==> src/sv/assert_macros.svh <==
// Assertion macros used by the controller RTL.
`ifndef ASSERT_MACROS_SVH
`define ASSERT_MACROS_SVH

// The condition must hold at every clock edge outside reset.
`define IMC_ASSERT_ALWAYS(lbl, clk, rst, cond) \
   lbl: assert property (@(posedge clk) disable iff (rst) (cond)) \
      else $error("invariant violated");

// When the trigger holds, the consequence must hold in the next cycle.
`define IMC_ASSERT_NEXT(lbl, clk, rst, trig, cons) \
   lbl: assert property (@(posedge clk) disable iff (rst) (trig) |=> (cons)) \
      else $error("next-cycle property violated");

`endif

==> src/sv/imc_pkg.sv <==
package imc_pkg;

   // Field and register widths.
   localparam int CODE_W     = 12;
   localparam int PCT_W      = 7;
   localparam int THR_W      = 7;
   localparam int STEP_W     = 8;
   localparam int TPS_W      = 16;
   localparam int PERIOD_W   = 24;
   localparam int CSR_DATA_W = 24;
   localparam int CSR_IDX_W  = 3;

   // Duration selection and modes.
   localparam int DUR_CHOICES = 5;
   localparam int DUR_IDX_W   = 3;
   localparam int DUR_MUL_W   = 4;
   localparam int MODE_COUNT  = 3;
   localparam int MODE_W      = 2;
   localparam int BASE_W      = STEP_W + TPS_W;
   localparam int DT_W        = BASE_W + DUR_MUL_W;
   localparam int TICK_W      = 32;

   localparam logic [MODE_W-1:0] MODE_MANUAL = 2'd0;
   localparam logic [MODE_W-1:0] MODE_TOGGLE = 2'd1;
   localparam logic [MODE_W-1:0] MODE_HYST   = 2'd2;

   // Register indexes.
   localparam logic [CSR_IDX_W-1:0] CSR_VALVE_ON_BELOW = 3'd0;
   localparam logic [CSR_IDX_W-1:0] CSR_VALVE_OFF_AT   = 3'd1;
   localparam logic [CSR_IDX_W-1:0] CSR_ALARM_BELOW    = 3'd2;
   localparam logic [CSR_IDX_W-1:0] CSR_ALARM_ABOVE    = 3'd3;
   localparam logic [CSR_IDX_W-1:0] CSR_DUR_STEP       = 3'd4;
   localparam logic [CSR_IDX_W-1:0] CSR_TICKS_PER_SEC  = 3'd5;
   localparam logic [CSR_IDX_W-1:0] CSR_ALARM_PERIOD   = 3'd6;

   // Register reset values.
   localparam logic [THR_W-1:0]    RST_VALVE_ON_BELOW = 7'd35;
   localparam logic [THR_W-1:0]    RST_VALVE_OFF_AT   = 7'd50;
   localparam logic [THR_W-1:0]    RST_ALARM_BELOW    = 7'd25;
   localparam logic [THR_W-1:0]    RST_ALARM_ABOVE    = 7'd65;
   localparam logic [STEP_W-1:0]   RST_DUR_STEP       = 8'd10;
   localparam logic [TPS_W-1:0]    RST_TICKS_PER_SEC  = 16'd1000;
   localparam logic [PERIOD_W-1:0] RST_ALARM_PERIOD   = 24'd1000;
   localparam logic [BASE_W-1:0]   RST_BASE           = BASE_W'(10 * 1000);

   // Percent scaling.
   localparam int SCALE_W = 19;
   localparam int FULL_SCALE = 4095;
   localparam int PERCENT_MAX = 100;

   typedef logic [PCT_W-1:0] pct_type;

endpackage

==> src/sv/imc_percent.sv <==
module imc_percent (
   input  logic [imc_pkg::CODE_W-1:0] code,
   output imc_pkg::pct_type           pct
);

   // Division by 4095 as a multiply-free estimate, x * (1 + 1/4096) / 4096,
   // which is never high and at most one low; a single remainder check fixes it.
   logic [imc_pkg::SCALE_W-1:0] scaled;
   logic [imc_pkg::SCALE_W-1:0] est_sum;
   imc_pkg::pct_type            quot_est;
   logic [imc_pkg::SCALE_W-1:0] quot_prod;
   logic [imc_pkg::SCALE_W-1:0] remainder;

   always_comb begin
      scaled    = imc_pkg::SCALE_W'(code) * imc_pkg::SCALE_W'(imc_pkg::PERCENT_MAX);
      est_sum   = scaled + (scaled >> 12);
      quot_est  = est_sum[imc_pkg::SCALE_W-1:12];
      quot_prod = (imc_pkg::SCALE_W'(quot_est) << 12) - imc_pkg::SCALE_W'(quot_est);
      remainder = scaled - quot_prod;
      if (remainder >= imc_pkg::SCALE_W'(imc_pkg::FULL_SCALE)) begin
         pct = quot_est + imc_pkg::PCT_W'(1);
      end else begin
         pct = quot_est;
      end
   end

endmodule

==> src/sv/irrigation_mode_controller.sv <==
// Irrigation mode controller.
// Each transfer on the request channel (req_valid high, req_stall low) is one
// millisecond tick: a 12-bit moisture sample and three active-low button levels.
// Every request gives exactly one transfer on the response channel carrying the
// valve drive, run state, mode, duration selection, buzzer and moisture percent
// as they stand after that tick.
// The sample is scaled to percent on the way into the input register; the whole
// tick update (buttons, mode behaviour, alarm check) is settled combinationally
// between the input register and the response register. A request passes
// through the input register and then the response register, and one request
// is accepted in every cycle while req_stall is low.
// When the receiver raises rsp_stall the response holds; the input register
// still takes one more request, and req_stall rises only when both stages hold.
// The csr_ port writes the seven settings by index; writes to unused indexes are
// dropped. Writes are to be made only while no tick is in flight; the block does not enforce it.
// Synchronous reset empties both stages, restores the default settings and
// returns the controller to stopped, manual mode, first duration, valve closed.

`include "assert_macros.svh"

module irrigation_mode_controller (
   input  logic                              clock,
   input  logic                              reset,
   // Request channel.
   input  logic                              req_valid,
   output logic                              req_stall,
   input  logic [imc_pkg::CODE_W-1:0]        req_moisture_code,
   input  logic                              req_power_button,
   input  logic                              req_duration_button,
   input  logic                              req_mode_button,
   // Response channel.
   output logic                              rsp_valid,
   input  logic                              rsp_stall,
   output logic                              rsp_valve_open,
   output logic                              rsp_running,
   output logic [imc_pkg::MODE_W-1:0]        rsp_mode_sel,
   output logic [imc_pkg::DUR_IDX_W-1:0]     rsp_duration_sel,
   output logic                              rsp_buzzer_on,
   output imc_pkg::pct_type                  rsp_moisture_percent,
   // Settings write port.
   input  logic                              csr_write_en,
   input  logic [imc_pkg::CSR_IDX_W-1:0]     csr_index,
   input  logic [imc_pkg::CSR_DATA_W-1:0]    csr_wdata
);

   // ------------------------------------------------------------------
   // Settings registers. The base duration, step times ticks per second,
   // is kept alongside so that the tick path needs only a small multiply
   // by the selection number.
   // ------------------------------------------------------------------
   logic [imc_pkg::THR_W-1:0]    on_below_ff, off_at_ff, alarm_below_ff, alarm_above_ff;
   logic [imc_pkg::STEP_W-1:0]   step_ff;
   logic [imc_pkg::TPS_W-1:0]    tps_ff;
   logic [imc_pkg::PERIOD_W-1:0] period_ff;
   logic [imc_pkg::BASE_W-1:0]   base_ff;
   logic [imc_pkg::STEP_W-1:0]   base_step;
   logic [imc_pkg::TPS_W-1:0]    base_tps;
   logic [imc_pkg::BASE_W-1:0]   base_in;

   always_comb begin
      base_step = (csr_index == imc_pkg::CSR_DUR_STEP) ?
                  csr_wdata[imc_pkg::STEP_W-1:0] : step_ff;
      base_tps  = (csr_index == imc_pkg::CSR_TICKS_PER_SEC) ?
                  csr_wdata[imc_pkg::TPS_W-1:0] : tps_ff;
      base_in   = imc_pkg::BASE_W'(base_step) * imc_pkg::BASE_W'(base_tps);
   end

   always_ff @(posedge clock) begin
      if (reset) begin
         on_below_ff    <= imc_pkg::RST_VALVE_ON_BELOW;
         off_at_ff      <= imc_pkg::RST_VALVE_OFF_AT;
         alarm_below_ff <= imc_pkg::RST_ALARM_BELOW;
         alarm_above_ff <= imc_pkg::RST_ALARM_ABOVE;
         step_ff        <= imc_pkg::RST_DUR_STEP;
         tps_ff         <= imc_pkg::RST_TICKS_PER_SEC;
         period_ff      <= imc_pkg::RST_ALARM_PERIOD;
         base_ff        <= imc_pkg::RST_BASE;
      end else if (csr_write_en) begin
         base_ff <= base_in;
         unique case (csr_index)
            imc_pkg::CSR_VALVE_ON_BELOW: begin
               on_below_ff <= csr_wdata[imc_pkg::THR_W-1:0];
            end
            imc_pkg::CSR_VALVE_OFF_AT: begin
               off_at_ff <= csr_wdata[imc_pkg::THR_W-1:0];
            end
            imc_pkg::CSR_ALARM_BELOW: begin
               alarm_below_ff <= csr_wdata[imc_pkg::THR_W-1:0];
            end
            imc_pkg::CSR_ALARM_ABOVE: begin
               alarm_above_ff <= csr_wdata[imc_pkg::THR_W-1:0];
            end
            imc_pkg::CSR_DUR_STEP: begin
               step_ff <= csr_wdata[imc_pkg::STEP_W-1:0];
            end
            imc_pkg::CSR_TICKS_PER_SEC: begin
               tps_ff <= csr_wdata[imc_pkg::TPS_W-1:0];
            end
            imc_pkg::CSR_ALARM_PERIOD: begin
               period_ff <= csr_wdata[imc_pkg::PERIOD_W-1:0];
            end
            default: begin
            end
         endcase
      end
   end

   // ------------------------------------------------------------------
   // Input stage. The percent is worked out before the register so that
   // the tick update stage only compares it.
   // ------------------------------------------------------------------
   imc_pkg::pct_type pct_in;
   imc_pkg::pct_type s1_pct_ff;
   logic             s1_pwr_ff, s1_dur_ff, s1_mode_ff;
   logic             s1_valid_ff, s1_valid_in;
   logic             rsp_valid_ff, rsp_valid_in;
   logic             advance, accept_in, fire;

   imc_percent u_percent (
      .code (req_moisture_code),
      .pct  (pct_in)
   );

   assign advance     = !rsp_valid_ff || !rsp_stall;
   assign req_stall   = s1_valid_ff && !advance;
   assign accept_in   = req_valid && !req_stall;
   assign fire        = s1_valid_ff && advance;
   assign s1_valid_in = accept_in || (s1_valid_ff && !advance);
   assign rsp_valid_in = fire || (rsp_valid_ff && rsp_stall);

   always_ff @(posedge clock) begin
      if (reset) begin
         s1_valid_ff <= 1'b0;
      end else begin
         s1_valid_ff <= s1_valid_in;
      end
   end

   always_ff @(posedge clock) begin
      if (accept_in) begin
         s1_pct_ff  <= pct_in;
         s1_pwr_ff  <= req_power_button;
         s1_dur_ff  <= req_duration_button;
         s1_mode_ff <= req_mode_button;
      end
   end

   // ------------------------------------------------------------------
   // Controller state and the tick update.
   // ------------------------------------------------------------------
   logic                            last_pwr_ff, last_dur_ff, last_mode_ff;
   logic [imc_pkg::DUR_IDX_W-1:0]   dur_idx_ff, dur_idx_in;
   logic [imc_pkg::MODE_W-1:0]      mode_ff, mode_in;
   logic                            run_ff, run_in;
   logic                            valve_ff, valve_in;
   logic                            buzz_ff, buzz_in;
   logic [imc_pkg::DT_W-1:0]        mcd_ff, mcd_in;
   logic [imc_pkg::TICK_W-1:0]      tick_ff, ltt_ff, ltt_in;
   logic [imc_pkg::PERIOD_W-1:0]    acnt_ff, acnt_in;
   logic [imc_pkg::PERIOD_W:0]      acnt_inc;
   logic [imc_pkg::DT_W-1:0]        dur_ticks;
   logic [imc_pkg::TICK_W-1:0]      since_toggle;
   logic                            busy;

   always_comb begin
      dur_idx_in = dur_idx_ff;
      mode_in    = mode_ff;
      run_in     = run_ff;
      valve_in   = valve_ff;
      buzz_in    = buzz_ff;
      mcd_in     = mcd_ff;
      ltt_in     = ltt_ff;

      // A manual run in progress locks out every button.
      busy = run_ff && (mcd_ff != '0);

      // Duration selection only while stopped.
      if (!busy && !run_ff && last_dur_ff && !s1_dur_ff) begin
         if (dur_idx_ff == imc_pkg::DUR_IDX_W'(imc_pkg::DUR_CHOICES - 1)) begin
            dur_idx_in = '0;
         end else begin
            dur_idx_in = dur_idx_ff + imc_pkg::DUR_IDX_W'(1);
         end
      end

      // Power button toggles between running and stopped.
      if (!busy && last_pwr_ff && !s1_pwr_ff) begin
         if (run_ff) begin
            run_in   = 1'b0;
            valve_in = 1'b0;
            mcd_in   = '0;
         end else begin
            run_in = 1'b1;
         end
      end

      // The duration uses the selection as it stands after this tick's button.
      dur_ticks    = imc_pkg::DT_W'(base_ff) *
                     imc_pkg::DT_W'({1'b0, dur_idx_in} + imc_pkg::DUR_MUL_W'(1));
      since_toggle = tick_ff - ltt_ff;

      if (run_in) begin
         unique case (mode_ff)
            imc_pkg::MODE_MANUAL: begin
               if (mcd_ff == '0) begin
                  // First running tick: load the countdown and open the valve.
                  if (dur_ticks == '0) begin
                     run_in   = 1'b0;
                     valve_in = 1'b0;
                     mcd_in   = '0;
                  end else begin
                     mcd_in   = dur_ticks;
                     valve_in = 1'b1;
                  end
               end else begin
                  mcd_in = mcd_ff - imc_pkg::DT_W'(1);
                  if (mcd_ff == imc_pkg::DT_W'(1)) begin
                     run_in   = 1'b0;
                     valve_in = 1'b0;
                  end
               end
            end
            imc_pkg::MODE_TOGGLE: begin
               if (since_toggle >= imc_pkg::TICK_W'(dur_ticks)) begin
                  ltt_in   = tick_ff;
                  valve_in = !valve_ff;
               end
            end
            imc_pkg::MODE_HYST: begin
               if (s1_pct_ff < on_below_ff) begin
                  valve_in = 1'b1;
               end else if (s1_pct_ff >= off_at_ff) begin
                  valve_in = 1'b0;
               end
            end
            default: begin
            end
         endcase
      end else begin
         valve_in = 1'b0;
      end

      // Mode selection only while stopped, judged after the power button.
      if (!busy && !run_in && last_mode_ff && !s1_mode_ff) begin
         if (mode_ff == imc_pkg::MODE_W'(imc_pkg::MODE_COUNT - 1)) begin
            mode_in = imc_pkg::MODE_MANUAL;
         end else begin
            mode_in = mode_ff + imc_pkg::MODE_W'(1);
         end
      end

      // Periodic alarm check; a fault sounds the buzzer and stops everything.
      acnt_inc = {1'b0, acnt_ff} + (imc_pkg::PERIOD_W + 1)'(1);
      acnt_in  = acnt_inc[imc_pkg::PERIOD_W-1:0];
      if (acnt_inc >= {1'b0, period_ff}) begin
         acnt_in = '0;
         if ((s1_pct_ff > alarm_above_ff) || (s1_pct_ff < alarm_below_ff)) begin
            buzz_in  = 1'b1;
            run_in   = 1'b0;
            valve_in = 1'b0;
            mcd_in   = '0;
         end else begin
            buzz_in = 1'b0;
         end
      end
   end

   always_ff @(posedge clock) begin
      if (reset) begin
         last_pwr_ff  <= 1'b1;
         last_dur_ff  <= 1'b1;
         last_mode_ff <= 1'b1;
         dur_idx_ff   <= '0;
         mode_ff      <= imc_pkg::MODE_MANUAL;
         run_ff       <= 1'b0;
         valve_ff     <= 1'b0;
         buzz_ff      <= 1'b0;
         mcd_ff       <= '0;
         tick_ff      <= '0;
         ltt_ff       <= '0;
         acnt_ff      <= '0;
      end else if (fire) begin
         last_pwr_ff  <= s1_pwr_ff;
         last_dur_ff  <= s1_dur_ff;
         last_mode_ff <= s1_mode_ff;
         dur_idx_ff   <= dur_idx_in;
         mode_ff      <= mode_in;
         run_ff       <= run_in;
         valve_ff     <= valve_in;
         buzz_ff      <= buzz_in;
         mcd_ff       <= mcd_in;
         tick_ff      <= tick_ff + imc_pkg::TICK_W'(1);
         ltt_ff       <= ltt_in;
         acnt_ff      <= acnt_in;
      end
   end

   // ------------------------------------------------------------------
   // Response register.
   // ------------------------------------------------------------------
   always_ff @(posedge clock) begin
      if (reset) begin
         rsp_valid_ff <= 1'b0;
      end else begin
         rsp_valid_ff <= rsp_valid_in;
      end
   end

   always_ff @(posedge clock) begin
      if (fire) begin
         rsp_valve_open       <= valve_in;
         rsp_running          <= run_in;
         rsp_mode_sel         <= mode_in;
         rsp_duration_sel     <= dur_idx_in;
         rsp_buzzer_on        <= buzz_in;
         rsp_moisture_percent <= s1_pct_ff;
      end
   end

   assign rsp_valid = rsp_valid_ff;

   // ------------------------------------------------------------------
   // Assertions.
   // ------------------------------------------------------------------
   logic                         manual_live;
   logic [imc_pkg::PCT_W+2:0]    s1_word;

   assign manual_live = run_ff && valve_ff && (mode_ff == imc_pkg::MODE_MANUAL);
   assign s1_word     = {s1_pct_ff, s1_pwr_ff, s1_dur_ff, s1_mode_ff};

   `IMC_ASSERT_ALWAYS(a_valve_needs_run, clock, reset, !valve_ff || run_ff)
   `IMC_ASSERT_ALWAYS(a_countdown_manual, clock, reset, (mcd_ff == '0) || manual_live)
   `IMC_ASSERT_NEXT(a_held_tick_stays, clock, reset, req_stall, s1_valid_ff && $stable(s1_word))

endmodule
==> config.mk <==
export PLATFORM = sky130hd
export DESIGN_NAME = irrigation_mode_controller
export DESIGN_NICKNAME = d
export VERILOG_FILES = /design/src/sv/imc_pkg.sv /design/src/sv/imc_percent.sv /design/src/sv/irrigation_mode_controller.sv
export VERILOG_INCLUDE_DIRS = /design/src /design/src/sv
export SDC_FILE = /design/constraint.sdc
export NUM_CORES = 1
export LEC_CHECK = 0
export BUFFER_PORTS_ARGS = -buffer_cell sky130_fd_sc_hd__buf_2
export CAP_MARGIN = 0
export CORE_ASPECT_RATIO = 1.5
export CORE_UTILIZATION = 25
export CTS_CLUSTER_SIZE = 14
export DETAILED_ROUTE_END_ITERATION = 12
export PLACE_DENSITY = 0.47
export SYNTH_ARGS = -nofsm -noshare
export SYNTH_HDL_FRONTEND = slang
export SYNTH_SLANG_ARGS = --single-unit
==> constraint.sdc <==
create_clock -name clock -period 24.7 [get_ports clock]
set_clock_uncertainty 0.1 [all_clocks]
set_input_delay 3.705 -clock clock [delete_from_list [all_inputs] [get_ports clock]]
set_output_delay 3.705 -clock clock [all_outputs]
set_load 0.01 [all_outputs]
-- Word-level counts from Yosys, hierarchy flattened
Cells that the tools add are included.
- add/sub/neg operators: 11
- multiply operators: 3
- magnitude comparators: 7
- equal/unequal tests: 10
- multiplexer cells: 38
- reductions and logical operators: 39
- operators by type and width (cell ; number):
    2-to-1 mux 28 bit ; 8
    zero test 28 bit ; 2
    adder 32 x 1 -> 32 bit (second input constant) ; 1
    >= comparator 32 x 28 -> 1 bit ; 1
    subtractor 32 bit ; 1
    == test 28 x 1 -> 1 bit (second input constant) ; 1
    multiplier 24 x 4 -> 28 bit ; 1
    nonzero test 28 bit ; 1
    subtractor 28 x 1 -> 28 bit (second input constant) ; 1
    adder 24 x 1 -> 25 bit (second input constant) ; 1
    >= comparator 25 x 24 -> 1 bit ; 1
    multiplier 8 x 16 -> 24 bit ; 1
    2-to-1 mux 24 bit ; 1
    2-to-1 mux 1 bit ; 21
    adder 19 x 7 -> 19 bit ; 1
    >= comparator 19 x 12 -> 1 bit (second input constant) ; 1
    subtractor 19 bit ; 1
    subtractor 19 x 7 -> 19 bit ; 1
    multiplier 12 x 5 -> 17 bit (second input constant) ; 1
    2-to-1 mux 16 bit ; 1
    < comparator 7 bit ; 2
    logical AND 1 bit ; 13
    == test 3 bit (second input constant) ; 4
    zero test 1 bit ; 11
    20 further kinds ; 30
- flip-flop bits (word level): 254
- output and inout bits: 17
- logic and storage cells: 140

-- Longest topological paths before layout
Gate-level depths: netlist of run 1.
- depth in word-level cells: 19
- mapped depth: 40
- gate-level depth less buffers: 40

-- Hierarchy
A second synthesis of run 1 with hierarchy kept.
- cells, all modules: 3037
- area, all modules: 24753.7 um^2
- modules (own cells, without submodules) (module ; times used ; cells each ; area each (um^2) ; sequential area each (um^2)):
    irrigation_mode_controller ; 1 ; 2667 ; 21856.0 ; 5335.1
    imc_percent ; 1 ; 370 ; 2897.8 ; 0.0

-- Worst setup path before layout of run 1
No wires, ideal clock.
- path type: input to register
- start point: input req_moisture_code[2] (netlist bit)
- end point: register s1_pct_ff[1], data pin
- library setup time: 0.260 ns
- data arrival time: 10.758 ns
- path slack: 13.583 ns
- cell stages on the path: 34
- path through: ha_1 -> ha_1 -> fa_1 -> ha_1 -> nor2b_1 -> o2111a_1 -> nor3_1 -> a21oi_1 -> a21oi_1 -> nor2b_1 -> nor2_1 -> xnor2_1 -> ha_1 -> nand4b_1 -> a211oi_1 -> o31ai_1 -> nand2b_1 -> a21o_1 -> nand2_1 -> nor3_1 -> and3_1 -> ha_1 -> clkbuf_1 -> or2_2 -> ha_1 -> o211ai_1 -> a21o_1 -> a21o_1 -> a211o_1 -> a21o_1 -> a2111oi_0 -> nand4_1 -> nor2_1 -> mux2_2
- cells in the longest elaborated chain, start to end: 6
- elaborated cells on any way between the ends: 7
- classes of those cells: 4 x add/sub; 1 x mul; 1 x order compare; 1 x mux
- ends and longest elaborated chain (item ; RTL line ; RTL):
    from (decl) ; irrigation_mode_controller.sv:27 ; input logic [imc_pkg::CODE_W-1:0] req_moisture_code,
    multiplier 12 x 5 -> 17 bit (*) ; imc_percent.sv:15 ; scaled = imc_pkg::SCALE_W'(code) * imc_pkg::SCALE_W'(imc_pkg::PERCENT_MAX);
    adder 19 x 7 -> 19 bit ; imc_percent.sv:16 ; est_sum = scaled + (scaled >> 12);
    subtractor 19 x 7 -> 19 bit ; imc_percent.sv:18 ; quot_prod = (imc_pkg::SCALE_W'(quot_est) << 12) - imc_pkg::SCALE_W'(quot_est);
    subtractor 19 bit ; imc_percent.sv:19 ; remainder = scaled - quot_prod;
    >= comparator 19 x 12 -> 1 bit ; imc_percent.sv:20 ; if (remainder >= imc_pkg::SCALE_W'(imc_pkg::FULL_SCALE)) begin
    2-to-1 mux 7 bit (*) ; imc_percent.sv:20 ;
    via pct_in[1] ; irrigation_mode_controller.sv:112 ; imc_pkg::pct_type pct_in;
    to (signal assigned) ; irrigation_mode_controller.sv:141 ; s1_pct_ff <= pct_in;
    to (decl) ; irrigation_mode_controller.sv:113 ; imc_pkg::pct_type s1_pct_ff;
The timed path passes the listed nets; every way through them passes the cells marked *.
A chain may end at the register's enable or synchronous reset.

-- Worst setup path in the final report of run 1
Ends and elaborated chain as after synthesis.

==> key figures, run 1 <==
Status
  – Outcome: finished clean

Synth
  – Syn nets: 3467
  – Synth cell types: 80
  – Post-synth ARST share: 0
  – Post-synthesis cell area: around 24000 um2
  – EDFF count, synth: 25
  – Syn. warnings: 0
  – Register area share after synthesis: 0.221
  – Area share of fa/ha/maj cells after synthesis: 0.251
  – Simple-Gate Fraction of Synth Area: 0.206
  – Syn avg cell area: 8.02 um2
  – Main combinational cell family by area after synthesis: adder cells
  – #FFs+latches synth: between 200 and 300
  – XOR/XNOR share of the synthesized area: 0.0503
  – Synth Area in Compound Gates: 0.159
  – Cells after Synth: 3016
  – Post-synthesis mux area share: 0.0463
  – Primary FF master, synth: dfxtp_1

Setup path
  – Crit path max fanout: 5
  – CP startpoint kind: primary input
  – Crit-path most repeated cell: ha_1
  – CP required: 24960 ps
  – Largest stage delay, worst path: between 400 and 500 ps
  – Crit end category: flop
  – Critical path's slowest cell: fa_1
  – WS Path Type: primary input to flop
  – WP data arrival: around 12000 ps

Timing
  – Final Hold Vio Count: 0
  – Tcrit/Tclk final: 0.471
  – Setup TNS: 0 ps
  – Worst slew margin: 0.238
  – Fmax: between 80 and 90 MHz
  – Final Slew Violations: 0
  – RSZ-0062 raised after global routing: no
  – Tightest Pin Transition: around 1100 ps
  – Final min period: roughly 12000 ps
  – Endpoints failing setup: 0

Global routing
  – Grt total ovfl: 0
  – Layer with the highest usage: met2
  – First-pass GRT wire length: 110 mm
  – Total GRT Usage: 0.138
  – Vias in the first global route: between 20000 and 25000
  – Met1 Track Usage GR: 0.158
  – Initial antenna violation count: 0
  – GR Util met2: 0.264
  – GRT met3 Usage: 0.00918
  – Largest net degree at the start of global routing: between 90 and 100

Die
  – Core box area: around 96000 um2
  – # IOs: 64
  – Initial Util: 0.252
  – Die H: 383 um
  – Die X: ~260 um
  – Die footprint: 98000 um2
  – Row Count: 139

Placement
  – Hpwl dp: 53.3 mm
  – GP Congestion: around 0.84
  – Port bufs: 63
  – Placed insts: between 4000 and 5000

Pwr
  – Clock power share: 0.206
  – Combinational fraction of design power: 0.584
  – Pwr/cell area: 89.6 nW/um2
  – Reg power frac: 0.210
  – Cell Int Power: about 1.3 mW
  – Peak VDD IR: roughly 0.077 mV
  – Pleak: about 12 nW
  – Sw frac: 0.458
  – Net load switching power: between 1 and 1.5 mW

Routing
  – Routed WL: 68.2 mm
  – Routed length per placed instance: 15.8 um
  – Pre-Repair DR Iteration Count: 5
  – Starting DRT DRC Count: approximately 860
  – ANT nets after route: 0
  – Vias per inst: between 4 and 5
  – DRC: 0
  – Vias: a little over 20000

Finish
  – Fillers: slightly above 10000
  – Layout Area Growth over Synthesis: 11.5%
  – Antenna fix cells: 0
  – Final net count: ~3500
  – Fin cells: between 4000 and 5000
  – Ratio of cells with drive above 1 in the final layout: 0.0645
  – FF/Latch Area: 5340 um2
  – Area occupied by multi-input gates: roughly 17000 um2

Clock tree
  – CTS Hold Buffers Added: 0
  – Cts repair resizes: 0
  – CTS max path bufs: 3
  – Clk sink count: between 200 and 300
  – CTS H-Tree Depth: 1
  – Postcts setup bufs: 0
  – Clock latency on the worst-skew pair: slightly above 600 ps
  – Clock transition at path regs: 60 ps
  – Root buffer cell: clkbuf_16
  – Cts bufs inserted: 31
  – CTS tree: done

Hold path
  – Worst hold path type: flop to flop

Run
  – Max Cap Viol: 0
## layer usage
layer | wire length [um] | share of wire
met4 | 2330 | 0.034
met3 | 1520 | 0.022
met2 | 35700 | 0.52
met5 | 0 | 0
met1 | 28700 | 0.42
## metrics by stage
stage | instance area [um2] | worst slack (ps) | hold WS, ps | power [mW] | utilization
after floorplan | 24200 | 13580 | 332 | 1.57 | -
after global placement | 25900 | 12470 | 342 | 1.92 | 0.270
after detailed placement | 25900 | 12440 | 347 | 1.93 | 0.270
after CTS | 27000 | 13050 | 355 | 2.44 | 0.281
after global routing | 27000 | 12340 | 370 | 2.64 | 0.281
final | 27000 | 13050 | 355 | 2.42 | 0.281
## layout make-up
type	instances	area share
multi-input combinational	2334	0.640
timing repair buffer	88	0.0189
inverter	319	0.0444
clock inverter	10	0.00617
clock buffer	47	0.0344
tap	1269	0.0589
sequential	254	0.198
## power by group through the flow
stage / combinational [mW] / clock, mW / sequential, mW
after floorplan: 1.07 / 0 / 0.495
after global placement: 1.41 / 0 / 0.516
after detailed placement: 1.41 / 0 / 0.515
after CTS: 1.42 / 0.517 / 0.507
after global routing: 1.60 / 0.530 / 0.513
final: 1.41 / 0.498 / 0.507
## kinds of logic after synthesis
family,after synthesis
and+or+nand+nor,1072
AOI/OAI and AO/OA,610
buffers and inverters,428
adders and majority gates,404
DFF,254
xor gates and xnor gates,139
muxes,109
## worst max-delay path, delay by kind of cell
family / cells / cell delay (ps)
fa+ha+maj: 8 / 2730
compound gates: 12 / 2560
simple gates: 13 / 1990
mux: 1 / 370
buf+inv: 3 / 300
xor+xnor: 1 / 230
## state kept, by name, summed over array words and instances (netlist names), 7 cells and up
signal	cells
tick_ff	32
step_ff	8
acnt_ff	24
base_ff	24
mcd_ff	28
period_ff	24
rsp_moisture_percent	7
ltt_ff	32
tps_ff	16
off_at_ff	7
alarm_below_ff	7
s1_pct_ff	7
on_below_ff	7
alarm_above_ff	7
## placed cells by master (no fill, tap or decap), drive strengths merged, types with 32 or more instances in the layout
| cell type | instances |
|---|---|
| nand2 | 354 |
| nor2 | 337 |
| inv | 320 |
| ha | 268 |
| dfxtp | 229 |
| a21oi | 195 |
| o21ai | 142 |
| fa | 136 |
| buf | 88 |
| mux2i | 87 |
| xnor2 | 84 |
| xor2 | 55 |
| nand3 | 54 |
| nor3 | 51 |
| a21o | 47 |
| and2 | 47 |
| clkbuf | 47 |
| a211oi | 41 |
| nand2b | 40 |
| nand4 | 39 |
| o21a | 32 |
| nor2b | 32 |
## cells in the mapped netlist (5+ instances only)
master | count | area (um2)
nand2_1 | 354 | 1330
dfxtp_1 | 229 | 4580
or3_1 | 19 | 119
nand4b_1 | 5 | 43.8
o21bai_1 | 12 | 90.1
mux2_2 | 22 | 248
nor4b_1 | 7 | 61.3
a31oi_1 | 26 | 163
or4_1 | 5 | 37.5
inv_1 | 317 | 1190
edfxtp_1 | 25 | 751
a21boi_0 | 6 | 45.0
o211ai_1 | 24 | 180
mux2i_1 | 87 | 871
nor3_1 | 50 | 250
nor3b_1 | 7 | 52.6
a21o_1 | 47 | 353
o21a_1 | 32 | 240
and2_1 | 46 | 288
xor2_1 | 55 | 482
o21ai_0 | 141 | 706
nor2_1 | 337 | 1260
nand2b_1 | 40 | 250
buf_1 | 5 | 18.8
xnor2_1 | 84 | 736
nand3_1 | 54 | 270
clkbuf_1 | 100 | 375
a22oi_1 | 8 | 60.1
a211o_1 | 6 | 52.6
ha_1 | 268 | 3350
a21oi_1 | 195 | 976
nor2b_1 | 32 | 200
and4_1 | 8 | 70.1
nand3b_1 | 9 | 67.6
or2_2 | 13 | 81.3
nand4_1 | 39 | 244
o41ai_1 | 7 | 61.3
o31ai_1 | 5 | 37.5
and3_1 | 27 | 169
fa_1 | 136 | 2720
a211oi_1 | 41 | 308
nor4_1 | 10 | 62.6
## path summary, 6_finish.rpt
check	from	end	slack [ps]	cells after the start
min reg2reg	period_ff[15]	period_ff[15]	350	2
min	period_ff[15]	period_ff[15]	350	2
max	req_moisture_code[2]	s1_pct_ff[1]	13050	38
max reg2reg	s1_dur_ff	ltt_ff[0]	15320	28
(Power assumes the default switching activity.)
==> run 2, diff against run 1 <==
--- a/config.mk
+++ b/config.mk
@@ -12,7 +12,7 @@
 export CORE_UTILIZATION = 25
 export CTS_CLUSTER_SIZE = 14
 export DETAILED_ROUTE_END_ITERATION = 12
-export PLACE_DENSITY = 0.47
+export PLACE_DENSITY = 0.48
 export SYNTH_ARGS = -nofsm -noshare
 export SYNTH_HDL_FRONTEND = slang
 export SYNTH_SLANG_ARGS = --single-unit
==> constraint.sdc (replaced) <==
create_clock -name clock -period 9.7 [get_ports clock]
set_clock_uncertainty 0.1 [all_clocks]
set_input_delay 1.455 -clock clock [delete_from_list [all_inputs] [get_ports clock]]
set_output_delay 1.455 -clock clock [all_outputs]
set_load 0.01 [all_outputs]
==> key figures, run 2 (same netlist as run 1, synthesis figures left out) <==
Timing
  – Final Slew Violations: 0 (unchanged)
  – RSZ-0062 raised after global routing: no
  – Final min period: roughly 8800 ps
  – Fmax: about 110 MHz
  – Setup TNS: 0 ps (unchanged)
  – Tcrit/Tclk final: 0.908
  – Endpoints failing setup: 0 (unchanged)
  – Tightest Pin Transition: 1110 ps (-26.5 ps)
  – Worst slew margin: 0.259 (+0.0210)
  – Final Hold Vio Count: 0 (unchanged)

Placement
  – Port bufs: 63 (unchanged)
  – Placed insts: 4284 (+0.47%)
  – DP Area: 26000 um2 (+0.61%)
  – GP Congestion: 0.875 (+3.7%)
  – Hpwl dp: 53.6 mm (+0.64%)

Setup path
  – WP data arrival: 9020 ps (-2880 ps)
  – Crit end category: flop
  – Crit-path most repeated cell: ha_1
  – Largest stage delay, worst path: 460 ps (-20 ps)
  – Crit path max fanout: 5 (unchanged)
  – WS Path Type: primary input to flop
  – Critical path's slowest cell: fa_1
  – CP required: 9910 ps (-15050 ps)
  – CP startpoint kind: primary input

Die
  – Core box area: 95800 um2 (unchanged)
  – Die X: 256 um (unchanged)
  – # IOs: 64 (unchanged)
  – Die footprint: 98000 um2 (unchanged)
  – Row Count: 139 (unchanged)
  – Die H: 383 um (unchanged)
  – Initial Util: 0.252 (unchanged)

Clock tree
  – CTS Hold Buffers Added: 0 (unchanged)
  – Cts repair resizes: 0 (unchanged)
  – CTS max path bufs: 3 (unchanged)
  – Clock latency on the worst-skew pair: 560 ps (-50 ps)
  – Clk sink count: 254 (unchanged)
  – Postcts setup bufs: 0 (unchanged)
  – CTS tree: done
  – Root buffer cell: clkbuf_16
  – Clock transition at path regs: 60 ps (about the same)
  – CTS H-Tree Depth: 2 (+1)
  – Cts bufs inserted: 34 (+9.7%)

Routing
  – Pre-Repair DR Iteration Count: 5 (unchanged)
  – Vias per inst: 4.73 (-0.13%)
  – Routed WL: 68.5 mm (+0.52%)
  – Vias: 20500 (+0.42%)
  – ANT nets after route: 0 (unchanged)
  – Starting DRT DRC Count: 910 (+5.6%)
  – Routed length per placed instance: 15.8 um (about the same)
  – DRC: 0 (unchanged)

Global routing
  – Total GRT Usage: 0.139 (+0.00137)
  – Grt total ovfl: 0 (unchanged)
  – First-pass GRT wire length: 110 mm (+0.30%)
  – Largest net degree at the start of global routing: 81 (-14%)
  – Initial antenna violation count: 0 (unchanged)
  – Vias in the first global route: 20800 (+1.1%)

Status
  – Outcome: finished clean

Pwr
  – Reg power frac: 0.205 (-0.005)
  – Pwr/cell area: 231 nW/um2 (+160%)
  – Sw frac: 0.459 (+0.00104)
  – Combinational fraction of design power: 0.585 (about the same)
  – Pleak: 12.3 nW (+1.1%)
  – Clock power share: 0.210 (+0.004)
  – Cell Int Power: 3.40 mW (+160%)
  – Net load switching power: 2.88 mW (+160%)
  – Peak VDD IR: 0.229 mV (+200%)

Finish
  – Ratio of cells with drive above 1 in the final layout: 0.0722 (+0.00762)
  – Antenna fix cells: 0 (unchanged)
  – Final Util: 0.284 (+0.00225)
  – Commonest non-fill, non-tap cell in the layout: nand2_1
  – Most frequent cells in the layout: nand2_1, nor2_1, inv_1
  – Largest registers: ltt_ff x32, tick_ff x32, mcd_ff x28
  – Fillers: 10400 (+0.16%)
  – Final net count: 3502 (+0.66%)
  – Final instance area: 27200 um2 (+0.80%)
  – Fin cells: 4345 (+0.56%)
  – Layout Area Growth over Synthesis: 12.4%

Run
  – Max Cap Viol: 0 (unchanged)

Hold path
  – Worst hold path type: flop to flop
[run 2: cell count changes in the layout (fill, tap and decap cells not counted), moves of 2 or more]
cell / previous run / this run
buf_4: 25 / 44
clkbuf_16: 32 / 36
clkbuf_1: 8 / 5
bufinv_16: 4 / 2
clkbuf_8: 7 / 5
clkinv_2: 1 / 3
[run 2: critical path, delay by kind of cell]
kind,cells,cell delay (ps)
compound gates,12,2440
xor+xnor,1,150
fa+ha+maj,8,2650
buf+inv,4,440
mux,1,320
simple gates,13,1540
[run 2: layer usage]
metal	vias up	GRT usage	wire (um)	part of all wire
met1	9813	0.154	28300	0.41
met4	0	0.0525	2430	0.036
li1	10400	-	-	-
met5	-	0	0	0
met2	270	0.268	35700	0.52
met3	103	0.0169	2070	0.030
[run 2: through the flow]
step,setup slack (ps),power [mW],hold WS (ps)
6_report,894,6.28,353
5_1_grt,283,6.82,370
4_1_cts,896,6.34,356
3_5_place_dp,347,4.98,347
3_3_place_gp,428,4.97,342
2_1_floorplan,833,3.99,332
[run 2: final cells by class]
type,instances,area (um2),area share
timing repair buffer,108,672,0.0247
inverter,319,1200,0.0440
clock inverter,15,161,0.00594
multi-input combinational,2334,17200,0.634
tap,1269,1590,0.0584
sequential,254,5340,0.196
clock buffer,46,988,0.0364
[run 2: power groups by stage]
stage / clock network [mW] / logic (mW) / registers, mW
finish: 1.32 / 3.67 / 1.29
global route: 1.40 / 4.12 / 1.30
floorplan: 0 / 2.73 / 1.26
detailed placement: 0 / 3.67 / 1.31
CTS: 1.36 / 3.69 / 1.29
global placement: 0 / 3.66 / 1.31
[run 2: worst paths after layout]
kind | startpoint | to | slack, ps | cells past startpoint
worst max-delay path | req_moisture_code[2] | s1_pct_ff[1] | 890 | 39
worst min register to register | period_ff[21] | period_ff[21] | 350 | 2
worst max register to register | s1_dur_ff | rsp_valve_open | 1100 | 29
worst min-delay path | period_ff[21] | period_ff[21] | 350 | 2
==> run 3, diff against run 2 <==
--- a/config.mk
+++ b/config.mk
@@ -12,7 +12,7 @@
 export CORE_UTILIZATION = 25
 export CTS_CLUSTER_SIZE = 14
 export DETAILED_ROUTE_END_ITERATION = 12
-export PLACE_DENSITY = 0.48
+export PLACE_DENSITY = 0.47
 export SYNTH_ARGS = -nofsm -noshare
 export SYNTH_HDL_FRONTEND = slang
 export SYNTH_SLANG_ARGS = --single-unit
==> constraint.sdc (replaced) <==
create_clock -name clock -period 10.1 [get_ports clock]
set_clock_uncertainty 0.1 [all_clocks]
set_input_delay 1.515 -clock clock [delete_from_list [all_inputs] [get_ports clock]]
set_output_delay 1.515 -clock clock [all_outputs]
set_load 0.01 [all_outputs]
==> key figures, run 3 (same netlist as run 1, synthesis figures left out) <==
Setup path
  – FF-to-FF path depth: 30 (+3.4%)
  – WS Path Type: primary input to flop
  – WP data arrival: 9490 ps (+470 ps)
  – Critical path's slowest cell: fa_1
  – Reg2Reg Setup Slack: 1420 ps (+320 ps)
  – CP required: 10370 ps (+460 ps)
  – Worst r2r dst: rsp_valve_open
  – Largest stage delay, worst path: 490 ps (+30 ps)
  – FF-to-FF Start: s1_dur_ff
  – Crit end category: flop
  – CP startpoint kind: primary input
  – Crit path max fanout: 5 (unchanged)
  – Crit-path most repeated cell: ha_1

Global routing
  – Initial antenna violation count: 0 (unchanged)
  – Total GRT Usage: 0.139 (-0.000204)
  – Grt total ovfl: 0 (unchanged)
  – Vias in the first global route: 20900 (+0.47%)
  – First-pass GRT wire length: 111 mm (+0.72%)
  – Largest net degree at the start of global routing: 75 (-7.4%)

Timing
  – Final Hold Vio Count: 0 (unchanged)
  – Tightest Pin Transition: 1190 ps (+76.5 ps)
  – Setup TNS: 0 ps (unchanged)
  – Fmax: approximately 110 MHz
  – RSZ-0062 raised after global routing: no
  – Hold Slack: 353 ps (+0.438 ps)
  – Final min period: 9210 ps
  – Endpoints failing setup: 0 (unchanged)
  – Worst slew margin: 0.206 (-0.0531)
  – Tcrit/Tclk final: 0.912
  – Final Slew Violations: 0 (unchanged)

Die
  – Initial Util: 0.252 (unchanged)
  – # IOs: 64 (unchanged)
  – Die X: 256 um (unchanged)
  – Die footprint: 98000 um2 (unchanged)
  – Core box area: 95800 um2 (unchanged)
  – Die H: 383 um (unchanged)
  – Row Count: 139 (unchanged)

Finish
  – Commonest non-fill, non-tap cell in the layout: nand2_1
  – Largest registers: ltt_ff x32, tick_ff x32, mcd_ff x28
  – Final instance area: 27000 um2 (-0.76%)
  – Area occupied by multi-input gates: 17200 um2 (about the same)
  – Layout Area Growth over Synthesis: 11.6%
  – Final net count: 3493 (-0.26%)
  – FF/Latch Area: 5340 um2 (unchanged)
  – Fin cells: 4334 (-0.25%)
  – Final Util: 0.282 (-0.00215)
  – Ratio of cells with drive above 1 in the final layout: 0.0682 (-0.00398)
  – Fillers: 10500 (+0.79%)
  – Antenna fix cells: 0 (unchanged)
  – Most frequent cells in the layout: nand2_1, nor2_1, inv_1

Status
  – Outcome: finished clean

Pwr
  – Cell Int Power: 3.14 mW (-7.7%)
  – Combinational fraction of design power: 0.596 (+0.011)
  – Pleak: 12.2 nW (-0.81%)
  – Net load switching power: 2.72 mW (-5.6%)
  – Peak VDD IR: 0.234 mV (+2.0%)
  – Sw frac: 0.464 (+0.00548)
  – Reg power frac: 0.212 (+0.007)
  – Clock power share: 0.193 (-0.017)
  – Pwr/cell area: 217 nW/um2 (-6.0%)

Clock tree
  – Cts bufs inserted: 31 (-8.8%)
  – Postcts setup bufs: 0 (unchanged)
  – CTS max path bufs: 3 (unchanged)
  – Cts repair resizes: 0 (unchanged)
  – Clk sink count: 254 (unchanged)
  – Clock transition at path regs: 60 ps (about the same)
  – CTS tree: done
  – CTS H-Tree Depth: 1 (-1)
  – Clock latency on the worst-skew pair: 620 ps (+60 ps)
  – Root buffer cell: clkbuf_16
  – CTS Hold Buffers Added: 0 (unchanged)

Routing
  – Vias per inst: 4.72 (-0.15%)
  – Vias: 20500 (-0.40%)
  – Routed length per placed instance: 15.7 um (-0.17%)
  – Routed WL: 68.3 mm (-0.43%)
  – ANT nets after route: 0 (unchanged)
  – DRC: 0 (unchanged)
  – Pre-Repair DR Iteration Count: 5 (unchanged)
  – Starting DRT DRC Count: 817 (-10%)

Placement
  – Hpwl dp: 53.5 mm (-0.11%)
  – DP Area: 26000 um2 (-0.16%)
  – Placed insts: 4278 (-0.14%)
  – Port bufs: 63 (unchanged)
  – GP Congestion: 0.855 (-2.2%)

Hold path
  – Worst hold path type: flop to flop
  – Hold Path Stages: 2 (unchanged)
  – Hold Path Sink: period_ff[19]
  – HP Start: period_ff[19]

Run
  – Max Cap Viol: 0 (unchanged)
==> run 3: changes by cell type in the layout (fill, tap and decap cells not counted) <==
cell,change
buf_4,-6
clkinv_2,+6
clkbuf_16,-5
clkbuf_1,+4
clkinvlp_4,-3
clkbuf_8,-2
inv_6,-2
clkinv_1,-1
clkinv_8,-1
inv_16,+1
inv_4,-1
inv_8,-1
mux2i_1,-1
mux2i_2,+1
==> run 3: how the worst max path moves through the flow <==
| stage | from | to | slack, ps | cells after the start |
|---|---|---|---|---|
| final | req_moisture_code[2] | s1_pct_ff[1] | 890 | 38 |
| after global routing | req_moisture_code[2] | s1_pct_ff[1] | 300 | 38 |
| after CTS | req_moisture_code[2] | s1_pct_ff[1] | 920 | 38 |
| after detailed placement | req_moisture_code[2] | s1_pct_ff[1] | 280 | 38 |
| after global placement | req_moisture_code[2] | s1_pct_ff[1] | 290 | 38 |
| after floorplan | req_moisture_code[2] | s1_pct_ff[1] | 1170 | 34 |
==> run 3: layout make-up <==
class	count	area share
multi-input cells	2334	0.639
flip-flops and latches	254	0.198
well taps	1269	0.0588
inverters	319	0.0444
clock buffers	43	0.0315
repair buffers	102	0.0232
clock inverters	13	0.00496
==> run 3: metrics by stage <==
stage / worst slack (ps) / total power, mW
2_1_floorplan: 1170 / 3.83
3_3_place_gp: 293 / 4.75
3_5_place_dp: 283 / 4.75
4_1_cts: 916 / 5.92
5_1_grt: 303 / 6.41
6_report: 886 / 5.85
==> run 3: critical path: cells and delay by family <==
kind | cells | cell delay [ps]
AO/OA/AOI/OAI | 12 | 2480
XOR/XNOR | 1 | 350
AND/OR/NAND/NOR | 13 | 1680
adder cells (fa/ha/maj) | 8 | 2750
buffers and inverters | 3 | 310
multiplexers | 1 | 370
==> run 3: power groups by stage <==
stage               registers [mW]  clock network, mW  logic, mW
global route                  1.25               1.20       3.96
CTS                           1.24               1.17       3.51
floorplan                     1.21                  0       2.62
global placement              1.26                  0       3.49
finish                        1.24               1.13       3.49
detailed placement            1.26                  0       3.49
==> run 3: metal layers <==
metal  GRT usage  routed length [um]
met2       0.271               36200
met1       0.156               28400
met5           0                   0
met3      0.0108                1610
met4      0.0473                2080
